File: config.mk
export PLATFORM = sky130hd
export DESIGN_NAME = sdpb_cell
export DESIGN_NICKNAME = d
export VERILOG_FILES = /design/src/rtl/core/sdpb_pkg.sv /design/src/rtl/core/sdpb_cell.sv
export SDC_FILE = /design/constraint.sdc
export NUM_CORES = 1
export LEC_CHECK = 0
export ABC_AREA = 1
export BUFFER_PORTS_ARGS = -buffer_cell sky130_fd_sc_hd__clkbuf_2
export CORE_AREA = 2 2 39 41
export DETAILED_ROUTE_END_ITERATION = 7
export DIE_AREA = 0 0 41 43
export PLACE_DENSITY = 0.68
export SLEW_MARGIN = 0
export SYNTH_ARGS = -nofsm -noshare
export SYNTH_HDL_FRONTEND = slang
export SYNTH_SLANG_ARGS = --single-unit
File: constraint.sdc
create_clock -name clk_i -period 1.15 [get_ports clk_i]
set_input_delay 0.23 -clock clk_i [delete_from_list [all_inputs] [get_ports clk_i]]
set_output_delay 0.23 -clock clk_i [all_outputs]
set_load 0.02 [all_outputs]
File: src/rtl/core/sdpb_pkg.sv
package sdpb_pkg;

  localparam int WINDOW    = 30;
  localparam int IDX_W     = $clog2(WINDOW);
  localparam int SMP_W     = 10;
  localparam int BIN_W     = 6;
  localparam int TW_W      = 16;
  localparam int PROD_W    = SMP_W + 1 + TW_W;
  localparam int ACC_W     = 31;
  localparam int ABS_W     = ACC_W - 1;
  localparam int SQ_W      = 2 * ABS_W;
  localparam int MAG_W     = SQ_W + 1;
  localparam int CFG_IDX_W = 1;

  localparam logic [CFG_IDX_W-1:0] CFG_BAND_LO = 1'd0;
  localparam logic [CFG_IDX_W-1:0] CFG_BAND_HI = 1'd1;

  localparam logic [BIN_W-1:0] BAND_LO_RST = 6'd4;
  localparam logic [BIN_W-1:0] BAND_HI_RST = 6'd6;

  localparam longint unsigned Q30_HALF_PI = 64'd1686629713;
  localparam longint unsigned Q30_ONE     = 64'd1073741824;

  typedef enum logic [1:0] {
    ST_IDLE,
    ST_RUN,
    ST_DRAIN,
    ST_FINISH
  } state_e;

  typedef struct packed {
    logic             vld;
    logic             first;
    logic             last;
    logic [IDX_W-1:0] k;
    logic [IDX_W-1:0] m;
  } mac_ctl_t;

  typedef struct packed {
    logic             done;
    logic [IDX_W-1:0] peak;
  } mac_stat_t;

  typedef logic [WINDOW-1:0][TW_W-1:0] tw_tab_t;

  function automatic logic signed [TW_W-1:0] q30_to_q14(input longint v);
    longint unsigned u;
    u = (v < 0) ? 64'd0 : longint'(v);
    return TW_W'((u + 64'd32768) >> 16);
  endfunction

  function automatic longint unsigned udiv64(input longint unsigned num,
                                             input longint unsigned den);
    longint unsigned quo;
    longint unsigned rem;
    quo = '0;
    rem = '0;
    for (int b = 63; b >= 0; b--) begin
      rem = {rem[62:0], num[b]};
      if (rem >= den) begin
        rem    = rem - den;
        quo[b] = 1'b1;
      end
    end
    return quo;
  endfunction

  function automatic tw_tab_t build_tw(input logic want_sin);
    tw_tab_t                 tab;
    int unsigned             m;
    int unsigned             q;
    int unsigned             r;
    int unsigned             j;
    longint unsigned         a;
    longint unsigned         a2;
    longint unsigned         ts;
    longint unsigned         tc;
    longint unsigned         dv_s;
    longint unsigned         dv_c;
    longint                  s;
    longint                  c;
    logic signed [TW_W-1:0]  cq;
    logic signed [TW_W-1:0]  sq;
    tab = '0;
    for (m = 0; m < WINDOW; m++) begin
      q = 0;
      r = 4 * m;
      while (r >= WINDOW) begin
        r = r - WINDOW;
        q = q + 1;
      end
      a  = udiv64(Q30_HALF_PI * 64'(r), 64'(WINDOW));
      a2 = (a * a) >> 30;
      ts = a;
      tc = Q30_ONE;
      s  = longint'(a);
      c  = longint'(Q30_ONE);
      for (j = 1; j <= 10; j++) begin
        dv_s = 64'((2 * j) * (2 * j + 1));
        dv_c = 64'((2 * j - 1) * (2 * j));
        ts   = udiv64((ts * a2) >> 30, dv_s);
        tc   = udiv64((tc * a2) >> 30, dv_c);
        if (j[0]) begin
          s = s - longint'(ts);
          c = c - longint'(tc);
        end else begin
          s = s + longint'(ts);
          c = c + longint'(tc);
        end
      end
      cq = q30_to_q14(c);
      sq = q30_to_q14(s);
      case (q)
        0: tab[m] = want_sin ? sq : cq;
        1: tab[m] = want_sin ? cq : -sq;
        2: tab[m] = want_sin ? -sq : -cq;
        default: tab[m] = want_sin ? -cq : sq;
      endcase
    end
    return tab;
  endfunction

  localparam tw_tab_t TW_COS = build_tw(1'b0);
  localparam tw_tab_t TW_SIN = build_tw(1'b1);

endpackage

File: src/rtl/core/sdpb_cell.sv
module sdpb_cell import sdpb_pkg::*; (
  input  logic             clk_i,
  input  logic             rst_ni,
  input  logic             en_i,
  input  logic [SMP_W-1:0] d_i,
  output logic [SMP_W-1:0] q_o
);

  logic [SMP_W-1:0] smp_q;
  logic [SMP_W-1:0] smp_d;

  assign smp_d = en_i ? d_i : smp_q;

  always_ff @(posedge clk_i or negedge rst_ni) begin
    if (!rst_ni) begin
      smp_q <= '0;
    end else begin
      smp_q <= smp_d;
    end
  end

  assign q_o = smp_q;

endmodule

==> results of run 1 <==
## layout make-up
cell class,count,area (µm²),share of cell area
Clock buffer,3,22.5,0.0426
Multi-Input combinational cell,30,113,0.213
Tap cell,16,20.0,0.0378
Inverter,1,3.75,0.00709
Sequential cell,10,250,0.473
Timing Repair Buffer,23,120,0.227
## synthesized netlist by cell type
master / number
nand2_1: 30
buf_6: 1
inv_2: 1
dfrtp_1: 10
## how the worst max path moves through the flow
stage | from | cells past startpoint | end | slack (ps)
finish | q_o[7] | 1 | q_o[7] | 120
floorplan | q_o[0] | 2 | q_o[0] | 470
global route | q_o[5] | 1 | q_o[5] | 90
global placement | en_i | 4 | q_o[9] | 360
detailed placement | en_i | 4 | q_o[7] | 320
CTS | q_o[7] | 1 | q_o[7] | 110
## routing by layer
metal,routed length [µm],vias to the layer above
li1,-,178
met1,353,155
met2,403,12
met3,57,2
met4,9,0
met5,0,-
## repair_timing
action                                 in CTS  in global routing
hold buffers                                1                  0
setup buffers                               0                  0
resized for setup                           0                  0
endpoints found under the hold margin      10                  0
## kinds of logic after synthesis
family                 after synthesis
buffers and inverters                2
DFF                                 10
and+or+nand+nor                     30
## power breakdown
group	internal [mW]	switching [mW]	total, mW
sequential	0.383	0.0176	0.401
combinational	0.0510	0.0890	0.140
clock	0.120	0.0998	0.220
==> reports/metrics.yaml, run 1 <==
status: "finished, final reports clean"
n_fill_cell: 155
cts.sinks: 10
synth_fa_ha_area_frac: 0
synth-seq-cells: 10
num_vias: 347
rows: 14
reg2reg_setup_slack_ps: 530
cts_root_buf: "clkbuf_4"
n_antenna_cell: 0
ir_drop_mv: 0.585
power.density_nw_per_um2: 1440
viasPerCell: 4.18
synth_xor_area_frac: 0
start_util: 0.273
cp_cell_sequence: "clkbuf_2"
power_uw: 760
min_period_ps: 1030
tns_ps: 0
holdPathEnd: "q_o[0]"
path_clk_slew_ps: 60
first_pass_iters: 4
synth_mux_area_frac: 0
dp.cells: 79
grt_pass1_wl_um: 1350
use_met1: 0.153
finClkSkew_ps: 0
pin_count: 23
ys_top_cells_by_area: "dfrtp_1, nand2_1, buf_6, inv_2"
synth_top_area_cell: "dfrtp_1"
die_area_um2: 1760
syn_area_per_cell_um2: 9.00
drtIter0Drc: 6
met3_usage: 0.0314
final_cell_mix: "nand2_1, clkbuf_2, dfrtp_1, clkbuf_4"
setup_slack_ps: 118
fin_crit_sh: 0.897
syn_nets: 55
critical_path_class: "flip-flop to primary output"
yosysTopAreaCellShare: 0.662
portBuffers: 22
htreeDepth: 1
postLayoutCoreUtil: 0.382
use_met2: 0.159
hold_path_depth: 3
fin_area_um2: 529
finalNonFillerCells: 83
cts_tree: "yes"
die_w_um: 41
dieHeight_um: 43
avgRoutedWirePerCell_um: 9.92
fmax_mhz: 969
timing.rr.end: "q_o[7]"
grt.total_usage: 0.114
place_ws_ps: 324
hold_class: "primary input to flip-flop"
hold_slack_ps: 173
netlist_area_um2: 378
timing.final.max_slew_violations: 0
yosysSeqAreaShare: 0.662
r2r_cells: 2
yosys.area_share.simple: 0.298
clk_latency_ps: 250
ant_nets: 0
end_kind: "primary output"
min-delay-start: "d_i[0]"
final-setup-viol-count: 0
synth_top_family_by_area: "simple AND/OR/NAND/NOR gates"
fin_nets: 82
largest_register_ffs: 10
clk_path_buf_depth: 2
synth_cell_type_count: 4
required_ps: 920
wl_um: 823
netlist_instances: 42
drv_cap: 0
p_leak_nw: 0.323
slew_headroom: 0.836
tightestPinTransition_ps: 246
crit_family: "flip-flops"
core_area_um2: 1380
grt_max_degree: 12
ys_warn_count: 0
cts_buffers: 3
synth_compound_area_frac: 0
r2r-start: "q_o[7]"
slowest_delay_ps: 390
cp.arrival_ps: 800
grt-ovfl-total: 0
drive_gt1_frac: 0.388
rsz0062_at_grt: "no"
top_usage_layer: "met2"
area.growth.synth_to_final_pct: 40.1
worstSetupStartpointType: "flip-flop"
cp_num_buf_inv: 1
cp_max_fo: 2
placed_cell_area_um2: 497
antenna_found_initial: 0
drc: 0
final_common_cell: "nand2_1"
gp_congestion: 0.609
hold_viol: 0
grt_pass1_vias: 335
cp_slowest_cell: "dfrtp_1"
Note: power is estimated with default switching activity, not from simulation.
==> run 2, diff against run 1 <==
Settings changed: SETUP_SLACK_MARGIN set to 0.5.
==> reports/metrics.yaml, run 2 (synthesis gave the netlist of run 1 again) <==
status: "finished, final reports clean"  # unchanged
multiInputGateArea_um2: 123  # was 113 µm²
hold_viol: 0  # unchanged
rows: 14  # unchanged
first_pass_iters: 4  # unchanged
internal-power_uw: 613  # was 554 µW
grt.total_usage: 0.115  # was 0.114
power_frac_clock: 0.278  # was 0.289
ant_nets: 0  # unchanged
clk_path_buf_depth: 2  # unchanged
path_clk_slew_ps: 60  # about the same
drive_gt1_frac: 0.609  # was 0.388
fin_nets: 84  # was 82
end_kind: "primary output"  # unchanged
tightestPinTransition_ps: 253  # was 246 ps
r2r_cells: 3  # was 2
cp_max_fo: 2  # unchanged
grt-ovfl-total: 0  # unchanged
rsz0062_at_grt: "yes"  # was no
p_comb_frac: 0.233  # was 0.184
drtIter0Drc: 1  # was 6
fmax_mhz: 959  # was 969 MHz
cp_cell_sequence: "buf_6"  # was clkbuf_2
largest_register_ffs: 10  # unchanged
slowest_delay_ps: 420  # was 390 ps
n_antenna_cell: 0  # unchanged
hold_class: "primary input to flip-flop"  # unchanged
die_w_um: 41  # unchanged
drc: 0  # unchanged
seqCellArea_um2: 263  # was 250 µm²
avgRoutedWirePerCell_um: 9.25  # was 9.92 µm
cp_slowest_cell: "dfrtp_2"  # was dfrtp_1
portBuffers: 22  # unchanged
gp_congestion: 0.599  # was 0.609
power_uw: 844  # was 760 µW
start_util: 0.273  # unchanged
seq_power_share: 0.489  # was 0.527
cts.sinks: 10  # unchanged
wl_um: 786  # was 823 µm
fin_crit_sh: 0.907  # was 0.897
n_fill_cell: 145  # was 155
num_vias: 341  # was 347
htreeDepth: 1  # unchanged
final_cell_mix: "nand2_1, clkbuf_2, dfrtp_2, buf_6, nand2_2"  # was nand2_1, clkbuf_2, dfrtp_1, clkbuf_4
power.switching_uw: 231  # was 206 µW
required_ps: 920  # about the same
critical_path_class: "flip-flop to primary output"  # unchanged
cts_root_buf: "clkbuf_4"  # unchanged
timing.final.max_slew_violations: 0  # unchanged
ir_drop_mv: 0.570  # was 0.585 mV
power.density_nw_per_um2: 1320  # was 1440 nW/µm²
grt_pass1_wl_um: 1260  # was 1350 µm
switching_share: 0.274  # was 0.271
worstSetupStartpointType: "flip-flop"  # unchanged
core_area_um2: 1380  # unchanged
final_common_cell: "nand2_1"  # unchanged
cts_tree: "yes"  # unchanged
final-setup-viol-count: 0  # unchanged
viasPerCell: 4.01  # was 4.18
drv_cap: 0  # unchanged
cp_num_buf_inv: 1  # unchanged
antenna_found_initial: 0  # unchanged
tns_ps: 0  # unchanged
hold_path_depth: 3  # unchanged
cp.depth: 1  # unchanged
grt_max_degree: 12  # unchanged
area.growth.synth_to_final_pct: 69.5  # was 40.1%
finClkSkew_ps: 0  # unchanged
crit_family: "flip-flops"  # unchanged
cts_buffers: 3  # unchanged
p_leak_nw: 0.345  # was 0.323 nW
reg2reg_setup_slack_ps: 420  # was 530 ps
clk_latency_ps: 260  # was 250 ps
slew_headroom: 0.831  # was 0.836
die_area_um2: 1760  # unchanged
pin_count: 23  # unchanged
grt_pass1_vias: 318  # was 335
dieHeight_um: 43  # unchanged
cp.arrival_ps: 810  # was 800 ps
min_period_ps: 1040  # was 1030 ps
==> run 2: layer usage <==
layer | vias to the layer above | GRT usage | wire, µm
li1 | 180 | - | -
met1 | 147 | 0.147 | 338
met2 | 12 | 0.141 | 393
met3 | 2 | 0.0471 | 51
met4 | 0 | 0.100 | 4
met5 | - | 0 | 0
==> run 2: worst paths after layout <==
check | startpoint | endpoint
max in group asynchronous | rst_ni | q_o[5]
min reg2reg | q_o[8] | q_o[8]
min in group asynchronous | rst_ni | q_o[3]
min | d_i[3] | q_o[3]
max | q_o[3] | q_o[3]
max reg2reg | q_o[0] | q_o[0]
==> run 2: cell type report <==
class	instances	area share
timing repair buffer	25	0.326
sequential	10	0.410
clock buffer	3	0.0352
tap	16	0.0313
multi-input combinational	30	0.191
inverter	1	0.00586
==> run 2: timing repair <==
| action | CTS | global route |
|---|---|---|
| cloned | 0 | 0 |
| hold endpoints to repair | 10 | 0 |
| gates resized for setup | 4 | 32 |
| hold buffers | 1 | 0 |
| setup buffers | 2 | 0 |
| endpoints found under the setup margin | 10 | 14 |
==> run 2: power by group through the flow <==
stage / Sequential [mW] / Clock (mW) / Combinational (mW)
after floorplan: 0.451 / 0 / 0.0370
after detailed placement: 0.411 / 0 / 0.139
after global placement: 0.412 / 0 / 0.137
after global routing: 0.417 / 0.259 / 0.215
after CTS: 0.404 / 0.242 / 0.160
final: 0.413 / 0.235 / 0.196
==> run 2: metrics by stage <==
step / cell area (µm²) / cells / utilization / hold slack, ps / setup slack, ps
3_5_place_dp: 509 / 79 / 0.368 / 104 / 314
6_report: 641 / 85 / 0.463 / 163 / 107
5_1_grt: 641 / 85 / 0.463 / 175 / 85.0
4_1_cts: 574 / 85 / 0.415 / 155 / 94.8
2_1_floorplan: 390 / 42 / - / -65.6 / 496
3_3_place_gp: 509 / 79 / 0.368 / 103 / 348
